$ cat config.mk
export PLATFORM = sky130hd
export DESIGN_NAME = voxel_point_statistics
export DESIGN_NICKNAME = d
export VERILOG_FILES = /design/src/rtl/vps_pkg.sv /design/src/rtl/voxel_point_statistics.sv /design/src/rtl/vps_div.sv
export SDC_FILE = /design/constraint.sdc
export NUM_CORES = 2
export LEC_CHECK = 0
export ABC_AREA = 0
export BUFFER_PORTS_ARGS = -buffer_cell sky130_fd_sc_hd__clkbuf_2
export CAP_MARGIN = 20
export CORE_MARGIN = 8
export CORE_UTILIZATION = 58
export DETAILED_ROUTE_END_ITERATION = 12
export HOLD_SLACK_MARGIN = 0.15
export PLACE_DENSITY = 0.78
export SYNTH_ARGS = -nofsm -noshare
export SYNTH_HDL_FRONTEND = slang
export SYNTH_SLANG_ARGS = --single-unit
export TNS_END_PERCENT = 30
$ cat constraint.sdc
create_clock -name clk -period 9.7 [get_ports clk]
set_input_delay 1.94 -clock clk [delete_from_list [all_inputs] [get_ports clk]]
set_output_delay 1.94 -clock clk [all_outputs]
set_load 0.03 [all_outputs]
$ cat src/rtl/vps_pkg.sv
package vps_pkg;

    localparam int IN_W   = 24;
    localparam int CIN_W  = 32;
    localparam int PNT_W  = 25;
    localparam int MAG_W  = 24;
    localparam int SQ_W   = 48;
    localparam int SUM_W  = 40;
    localparam int SQS_W  = 63;
    localparam int DIST_W = 49;
    localparam int OUT_W  = 48;
    localparam int CNT_W  = 16;
    localparam int DVD_W  = 64;
    localparam int FRAC_SHIFT = 8;

    localparam logic [1:0] KIND_MEAN = 2'd0;
    localparam logic [1:0] KIND_MSQ  = 2'd1;
    localparam logic [1:0] KIND_FAR  = 2'd2;
    localparam logic [1:0] KIND_NEAR = 2'd3;

    typedef enum logic [5:0] {
        S_IDLE = 6'b000001,
        S_SQR  = 6'b000010,
        S_UPD  = 6'b000100,
        S_LOAD = 6'b001000,
        S_DIVS = 6'b010000,
        S_EMIT = 6'b100000
    } state_t;

    typedef struct packed {
        logic start;
    } div_ctl_t;

    typedef struct packed {
        logic busy;
        logic done;
    } div_sts_t;

endpackage

$ cat src/rtl/voxel_point_statistics.sv
// Channel | Handshake             | Fields
// in      | in_valid / in_stall   | coord_x, coord_y, coord_z
// out     | out_valid / out_stall | kind, value_x, value_y, value_z, point_count, last
//
// Each input word: three squaring steps on one multiplier and one update step (both skipped
// once MAX_POINTS words are counted), then six rounding divisions on one shared radix-4
// divider, then four output words, one per cycle unless out_stall holds them.
// in_stall is high from the accept until the fourth output word is taken.
// Reset clears the count, sums and extreme points; the first word sets both extremes.
module voxel_point_statistics #(
    parameter int MAX_POINTS = 65535,
    parameter int COORD_BITS = 24
) (
    input  logic                        clk,
    input  logic                        rst_n,
    input  logic                        in_valid,
    output logic                        in_stall,
    input  logic signed [vps_pkg::IN_W-1:0]  coord_x,
    input  logic signed [vps_pkg::IN_W-1:0]  coord_y,
    input  logic signed [vps_pkg::IN_W-1:0]  coord_z,
    output logic                        out_valid,
    input  logic                        out_stall,
    output logic [1:0]                  kind,
    output logic signed [vps_pkg::OUT_W-1:0] value_x,
    output logic signed [vps_pkg::OUT_W-1:0] value_y,
    output logic signed [vps_pkg::OUT_W-1:0] value_z,
    output logic [vps_pkg::CNT_W-1:0]   point_count,
    output logic                        last
);
    import vps_pkg::*;

    localparam int CW = $clog2(MAX_POINTS + 1);
    localparam int SH = CIN_W - COORD_BITS;

    state_t                  state_reg;
    logic [1:0]              ax_reg;
    logic                    phase_reg;
    logic [1:0]              kind_reg;
    logic                    out_valid_reg;
    logic [CW-1:0]           count_reg;
    logic                    neg_reg;
    logic [PNT_W-1:0]        pt_reg    [3];
    logic [SQ_W-1:0]         sq_reg    [3];
    logic [SUM_W-1:0]        csum_reg  [3];
    logic [SQS_W-1:0]        ssum_reg  [3];
    logic [PNT_W-1:0]        far_reg   [3];
    logic [PNT_W-1:0]        near_reg  [3];
    logic [DIST_W-1:0]       fard_reg;
    logic [DIST_W-1:0]       neard_reg;
    logic [OUT_W-1:0]        mean_reg  [3];
    logic [OUT_W-1:0]        msq_reg   [3];

    logic [PNT_W-1:0]        pt_in     [3];
    logic [PNT_W-1:0]        pt_abs;
    logic [SQ_W-1:0]         sq_cur;
    logic [SUM_W-1:0]        sum_sel;
    logic [OUT_W-1:0]        mean_num;
    logic [OUT_W-1:0]        mean_mag;
    logic [DVD_W-1:0]        dividend;
    logic [DIST_W+1:0]       dist_wide;
    logic [DIST_W-1:0]       sq_dist;
    logic [OUT_W-1:0]        quotient;
    logic [OUT_W-1:0]        signed_q;
    logic                    first;
    logic                    accept;
    logic                    out_take;
    logic                    full;
    div_ctl_t                div_ctl;
    div_sts_t                div_sts;

    function automatic logic [PNT_W-1:0] sext_in(input logic [IN_W-1:0] raw);
        logic [CIN_W-1:0]        wide;
        logic signed [CIN_W-1:0] ext;
        wide = CIN_W'(raw);
        ext  = $signed(wide << SH) >>> SH;
        return PNT_W'(ext);
    endfunction

    function automatic logic [OUT_W-1:0] scale(input logic [PNT_W-1:0] p);
        return {{(OUT_W - FRAC_SHIFT - PNT_W){p[PNT_W-1]}}, p, FRAC_SHIFT'(0)};
    endfunction

    assign pt_in[0] = sext_in(coord_x);
    assign pt_in[1] = sext_in(coord_y);
    assign pt_in[2] = sext_in(coord_z);

    assign accept   = in_valid && !in_stall;
    assign out_take = out_valid_reg && !out_stall;
    assign full     = count_reg == CW'(MAX_POINTS);
    assign first    = count_reg == '0;

    always_comb
    begin
        pt_abs    = pt_reg[ax_reg][PNT_W-1] ? PNT_W'(-pt_reg[ax_reg]) : pt_reg[ax_reg];
        sq_cur    = SQ_W'(pt_abs[MAG_W-1:0]) * SQ_W'(pt_abs[MAG_W-1:0]);
        sum_sel   = csum_reg[ax_reg];
        mean_num  = {sum_sel, FRAC_SHIFT'(0)};
        mean_mag  = sum_sel[SUM_W-1] ? OUT_W'(-mean_num) : mean_num;
        dividend  = phase_reg ? DVD_W'(ssum_reg[ax_reg]) : DVD_W'(mean_mag);
        dist_wide = (DIST_W+2)'(sq_reg[0]) + (DIST_W+2)'(sq_reg[1])
                  + (DIST_W+2)'(sq_reg[2]);
        sq_dist   = dist_wide[DIST_W-1:0];
        signed_q  = (!phase_reg && neg_reg) ? OUT_W'(-quotient) : quotient;
    end

    assign div_ctl.start = state_reg == S_LOAD;

    vps_div #(
        .CW(CW)
    ) u_div (
        .clk      (clk),
        .rst_n    (rst_n),
        .ctl      (div_ctl),
        .dividend (dividend),
        .divisor  (count_reg),
        .sts      (div_sts),
        .quotient (quotient)
    );

    always_ff @(posedge clk)
    begin
        if (accept)
        begin
            for (int i = 0; i < 3; i++)
            begin
                pt_reg[i] <= pt_in[i];
            end
        end
        if (state_reg == S_SQR)
        begin
            sq_reg[ax_reg] <= sq_cur;
        end
        if (state_reg == S_LOAD)
        begin
            neg_reg <= sum_sel[SUM_W-1];
        end
        if (state_reg == S_DIVS && div_sts.done)
        begin
            if (phase_reg)
            begin
                msq_reg[ax_reg] <= signed_q;
            end
            else
            begin
                mean_reg[ax_reg] <= signed_q;
            end
        end
    end

    always_ff @(posedge clk or negedge rst_n)
    begin
        if (!rst_n)
        begin
            state_reg     <= S_IDLE;
            ax_reg        <= '0;
            phase_reg     <= 1'b0;
            kind_reg      <= KIND_MEAN;
            out_valid_reg <= 1'b0;
            count_reg     <= '0;
            fard_reg      <= '0;
            neard_reg     <= '0;
            for (int i = 0; i < 3; i++)
            begin
                csum_reg[i] <= '0;
                ssum_reg[i] <= '0;
                far_reg[i]  <= '0;
                near_reg[i] <= '0;
            end
        end
        else
        begin
            unique case (state_reg)
                S_IDLE:
                begin
                    if (accept)
                    begin
                        ax_reg    <= '0;
                        phase_reg <= 1'b0;
                        state_reg <= full ? S_LOAD : S_SQR;
                    end
                end
                S_SQR:
                begin
                    csum_reg[ax_reg] <= csum_reg[ax_reg]
                                      + {{(SUM_W-PNT_W){pt_reg[ax_reg][PNT_W-1]}},
                                         pt_reg[ax_reg]};
                    if (ax_reg == 2'd2)
                    begin
                        ax_reg    <= '0;
                        state_reg <= S_UPD;
                    end
                    else
                    begin
                        ax_reg <= ax_reg + 2'd1;
                    end
                end
                S_UPD:
                begin
                    for (int i = 0; i < 3; i++)
                    begin
                        ssum_reg[i] <= ssum_reg[i] + SQS_W'(sq_reg[i]);
                    end
                    if (first || sq_dist > fard_reg)
                    begin
                        fard_reg <= sq_dist;
                        for (int i = 0; i < 3; i++)
                        begin
                            far_reg[i] <= pt_reg[i];
                        end
                    end
                    if (first || sq_dist < neard_reg)
                    begin
                        neard_reg <= sq_dist;
                        for (int i = 0; i < 3; i++)
                        begin
                            near_reg[i] <= pt_reg[i];
                        end
                    end
                    count_reg <= count_reg + CW'(1);
                    state_reg <= S_LOAD;
                end
                S_LOAD:
                begin
                    state_reg <= S_DIVS;
                end
                S_DIVS:
                begin
                    if (div_sts.done)
                    begin
                        if (ax_reg == 2'd2)
                        begin
                            ax_reg <= '0;
                            if (phase_reg)
                            begin
                                kind_reg      <= KIND_MEAN;
                                out_valid_reg <= 1'b1;
                                state_reg     <= S_EMIT;
                            end
                            else
                            begin
                                phase_reg <= 1'b1;
                                state_reg <= S_LOAD;
                            end
                        end
                        else
                        begin
                            ax_reg    <= ax_reg + 2'd1;
                            state_reg <= S_LOAD;
                        end
                    end
                end
                S_EMIT:
                begin
                    if (out_take)
                    begin
                        if (kind_reg == KIND_NEAR)
                        begin
                            out_valid_reg <= 1'b0;
                            state_reg     <= S_IDLE;
                        end
                        else
                        begin
                            kind_reg <= kind_reg + 2'd1;
                        end
                    end
                end
                default:
                begin
                    state_reg <= S_IDLE;
                end
            endcase
        end
    end

    always_comb
    begin
        unique case (kind_reg)
            KIND_MEAN:
            begin
                value_x = mean_reg[0];
                value_y = mean_reg[1];
                value_z = mean_reg[2];
            end
            KIND_MSQ:
            begin
                value_x = msq_reg[0];
                value_y = msq_reg[1];
                value_z = msq_reg[2];
            end
            KIND_FAR:
            begin
                value_x = scale(far_reg[0]);
                value_y = scale(far_reg[1]);
                value_z = scale(far_reg[2]);
            end
            default:
            begin
                value_x = scale(near_reg[0]);
                value_y = scale(near_reg[1]);
                value_z = scale(near_reg[2]);
            end
        endcase
    end

    assign in_stall    = state_reg != S_IDLE;
    assign out_valid   = out_valid_reg;
    assign kind        = kind_reg;
    assign point_count = CNT_W'(count_reg);
    assign last        = kind_reg == KIND_NEAR;

endmodule

$ cat src/rtl/vps_div.sv
module vps_div #(
    parameter int CW = 16
) (
    input  logic                       clk,
    input  logic                       rst_n,
    input  vps_pkg::div_ctl_t          ctl,
    input  logic [vps_pkg::DVD_W-1:0]  dividend,
    input  logic [CW-1:0]              divisor,
    output vps_pkg::div_sts_t          sts,
    output logic [vps_pkg::OUT_W-1:0]  quotient
);
    import vps_pkg::*;

    localparam int STEPS = DVD_W / 2;
    localparam int SW    = $clog2(STEPS);

    logic [DVD_W-1:0] dvd_reg;
    logic [CW-1:0]    rem_reg;
    logic [OUT_W-1:0] quot_reg;
    logic [SW-1:0]    step_reg;
    logic             busy_reg;
    logic             rnd_reg;
    logic             done_reg;

    logic [CW:0]      dsr;
    logic [CW:0]      r1;
    logic [CW:0]      r2;
    logic             ge1;
    logic             ge2;
    logic [CW-1:0]    rem1;
    logic [CW-1:0]    rem2;
    logic [DVD_W-1:0] dvd1;
    logic [DVD_W-1:0] dvd2;
    logic             up;
    logic [OUT_W-1:0] qsum;

    always_comb
    begin
        dsr  = {1'b0, divisor};
        r1   = {rem_reg, dvd_reg[DVD_W-1]};
        ge1  = r1 >= dsr;
        rem1 = ge1 ? CW'(r1 - dsr) : CW'(r1);
        dvd1 = {dvd_reg[DVD_W-2:0], ge1};
        r2   = {rem1, dvd1[DVD_W-1]};
        ge2  = r2 >= dsr;
        rem2 = ge2 ? CW'(r2 - dsr) : CW'(r2);
        dvd2 = {dvd1[DVD_W-2:0], ge2};
        up   = {rem_reg, 1'b0} >= dsr;
        qsum = dvd_reg[OUT_W-1:0] + OUT_W'(up);
    end

    always_ff @(posedge clk)
    begin
        if (ctl.start)
        begin
            dvd_reg <= dividend;
            rem_reg <= '0;
        end
        else if (busy_reg)
        begin
            dvd_reg <= dvd2;
            rem_reg <= rem2;
        end
        if (rnd_reg)
        begin
            quot_reg <= qsum;
        end
    end

    always_ff @(posedge clk or negedge rst_n)
    begin
        if (!rst_n)
        begin
            step_reg <= '0;
            busy_reg <= 1'b0;
            rnd_reg  <= 1'b0;
            done_reg <= 1'b0;
        end
        else if (ctl.start)
        begin
            step_reg <= '0;
            busy_reg <= 1'b1;
            rnd_reg  <= 1'b0;
            done_reg <= 1'b0;
        end
        else if (busy_reg)
        begin
            step_reg <= step_reg + SW'(1);
            if (step_reg == SW'(STEPS - 1))
            begin
                busy_reg <= 1'b0;
                rnd_reg  <= 1'b1;
            end
        end
        else if (rnd_reg)
        begin
            rnd_reg  <= 1'b0;
            done_reg <= 1'b1;
        end
        else
        begin
            done_reg <= 1'b0;
        end
    end

    assign sts.busy = busy_reg | rnd_reg;
    assign sts.done = done_reg;
    assign quotient = quot_reg;

endmodule

==> metrics <==
Slowest cell on crit path=or4_4; count leader, synth=inv_1; Tcrit/Tclk final=about 99%; Worst path depth=41; Slew @ Worst Pin=about 1.3 ns; height of the chip=a little under 400 µm; status=finished, final reports clean; register area share after synthesis=about two fifths; max FFs per register=~190; Syn-to-layout area delta=12.14%; routed length per instance=roughly 23 µm; largest net degree at the start of global routing=approximately 200; CP peak stage delay=0.57 ns; DP HPWL=between 150,000 and 200,000 µm; crit path buf inv count=15; R2R depth=around 40; post-route standard cell area excluding fillers=~94,000 µm²; ys async rst share=48.23%; Syn Area/Cell=between 10 and 15 µm²; via-per-instance ratio=a little over 6; initial drt markers=around 5.8k; CP startpoint=ax_reg[0]$_DFFE_PN0P_; DRC viols=0; Final nets=about 9.4k; Period minus WS final=around 9.6 ns; CP most frequent cell=inv_1; dominant cell type by area after synthesis=edfxtp_1; Main synth FF type=edfxtp_1; R2R Setup Slk=around 0.069 ns; clock sink total=between 1k and 1.5k; reg-to-reg startpoint=ax_reg[0]$_DFFE_PN0P_; count of cell types in the netlist=97; RR Endpoint=sq_reg[1][46]$_DFFE_PP_; Initial Util=roughly three fifths; nature of the critical path endpoint=flip-flop; Cell Rows=139; Peak Freq=slightly above 100 MHz; Worst setup endpoint=sq_reg[1][46]$_DFFE_PP_; IO Count=around 240; Worst-Skew Late Latency=0.79 ns; Hold WC Path Type=flip-flop to flip-flop; endpoints failing hold=0; placed inst area=88,030 µm²; WS Path Type=flip-flop to flip-flop; CORE AREA=143,100 µm²; CTS H-Tree Depth=4; synthesized instance count=about 7.9k; DIE AREA=~160,000 µm²; layout cells sized above 1=roughly 15%; crit path launch type=flip-flop; vias in the first global route=63.43k; synthesis-stage register bit count=1,217; clk slew on worst S/H paths=approximately 0.06 ns; Finished Layout Cells=10.35k; cts bufs inserted=about 130; Yosys Warn Count=0; CTS root buf=clkbuf_16; Synth top cells by count=882 x inv_1, 709 x nand2_1, 614 x edfxtp_1; Final GP Congestion=slightly below 1; first-pass GRT wire length=around 370,000 µm; Max-cap violations=0; Routed Antenna Nets=0; share of the synthesized area in the top cell type=22.11%; Slew Viols, Final=0; dpl cells=around 10k; RSZ-0062 raised after global routing=true; CP arrival=slightly above 10 ns; routed vias=around 63k; drt total wl=~240,000 µm; initial antenna violation count=8; clock buffer depth=3; grt total ovfl=0; Req. time, crit path=roughly 10 ns; drt first pass iters=8; top cells by area in the synthesized netlist=edfxtp_1 22%, dfrtp_1 18%, fa_1 12%; final setup fails=0; die width=~400 µm; crit-path max FO=7; Slew Limit Headroom=12.36%; CP top delay family=adder cells; Mapped Area=between 80,000 and 90,000 µm²; CTS tree=built; IO buf count=240; GR Util All Layers=between 20% and 30%; Post-synth EDFFs=614; Worst Skew=around 0.06 ns
cells in the final DEF, fill, tap and decap left out, types with 45 or more instances in the layout:
cell | netlist | layout
a21oi_1 | 511 | 502
o21ai_0 | 469 | 459
nand3_1 | 105 | 104
ha_1 | 538 | 530
a222oi_1 | 69 | 69
xnor2_1 | 323 | 318
clkbuf_16 | 0 | 136
nand2_1 | 709 | 697
nor3_1 | 65 | 61
mux2i_1 | 215 | 209
a22oi_1 | 79 | 79
fa_1 | 481 | 476
buf_4 | 7 | 281
edfxtp_1 | 614 | 614
xor2_1 | 162 | 160
dfrtp_1 | 586 | 582
and3_1 | 54 | 54
o21bai_1 | 48 | 47
inv_1 | 882 | 872
nor2_1 | 458 | 449
a21o_1 | 196 | 196
nor2b_1 | 57 | 55
clkbuf_2 | 0 | 239
nand2b_1 | 45 | 45
mux2_2 | 341 | 340
nand4_1 | 93 | 93
routing by layer:
layer | track usage (%) | vias up | part of all wire [%]
met1 | 39.82 | 31051 | 40
met2 | 47.72 | 2791 | 47
met4 | 12.42 | 2 | 4.9
met5 | 0 | - | 0.0034
met3 | 5.064 | 591 | 8.1
li1 | - | 28434 | -
what timing repair did:
item / CTS / global route
pin swaps: 2 / 45
gates cloned: 0 / 0
setup buffers: 4 / 25
setup endpoints to repair: 33 / 60
hold buffers: 0 / 0
resized for setup: 9 / 101
cell families after synthesis:
logic type	count (synthesis)	synth area share, %
simple gates	1741	9.506
compound gates	1711	12.81
flops	1217	40.10
buf+inv	1214	5.600
fa+ha+maj	1019	19.62
mux	559	7.228
xor+xnor	486	5.126
other cells	2	0.009004
worst reg2reg max path: cells and delay by family, from the launching register on:
kind	cells	cell delay, ns
fa+ha+maj	8	3.90
buf+inv	15	1.48
mux	2	0.53
simple gates	5	1.11
xor+xnor	2	0.31
flops	1	0.54
compound gates	9	1.53
through the flow:
step | util, % | setup slack (ns) | setup TNS [ns] | hold slack, ns
3_3_place_gp | 61.51 | -0.3768 | -3.481 | 0.4562
4_1_cts | 64.86 | 0.007780 | 0 | 0.4777
5_1_grt | 65.34 | -0.2550 | -5.256 | 0.4907
2_1_floorplan | - | 0.04603 | 0 | 0.4410
3_5_place_dp | 61.51 | -0.5661 | -6.978 | 0.4663
6_report | 65.35 | 0.06944 | 0 | 0.4788
worst min path at each step:
| stage | from | endpoint | slack [ns] | cells after the start |
|---|---|---|---|---|
| 4_1_cts | ssum_reg[188]$_DFFE_PN0P_ | ssum_reg[188]$_DFFE_PN0P_ | 0.48 | 1 |
| 3_5_place_dp | csum_reg[40]$_DFFE_PN0P_ | csum_reg[40]$_DFFE_PN0P_ | 0.47 | 2 |
| 3_3_place_gp | csum_reg[80]$_DFFE_PN0P_ | csum_reg[80]$_DFFE_PN0P_ | 0.46 | 2 |
| 6_report | ssum_reg[188]$_DFFE_PN0P_ | ssum_reg[188]$_DFFE_PN0P_ | 0.48 | 1 |
| 2_1_floorplan | ssum_reg[188]$_DFFE_PN0P_ | ssum_reg[188]$_DFFE_PN0P_ | 0.44 | 1 |
| 5_1_grt | ssum_reg[188]$_DFFE_PN0P_ | ssum_reg[188]$_DFFE_PN0P_ | 0.49 | 1 |
layout make-up:
cell class	instances	area (µm²)
diodes	3	7.507
clock buffers	183	3790
clock inverters	67	932.1
fillers	10774	49600
inverters	897	3386
multi-input cells	5535	45820
flip-flops and latches	1217	33460
well taps	1903	2381
repair buffers	545	3761
Power is left out: the tool's default activity adds up to more than one toggle a clock period on the data nets, which glitch-free logic cannot reach.
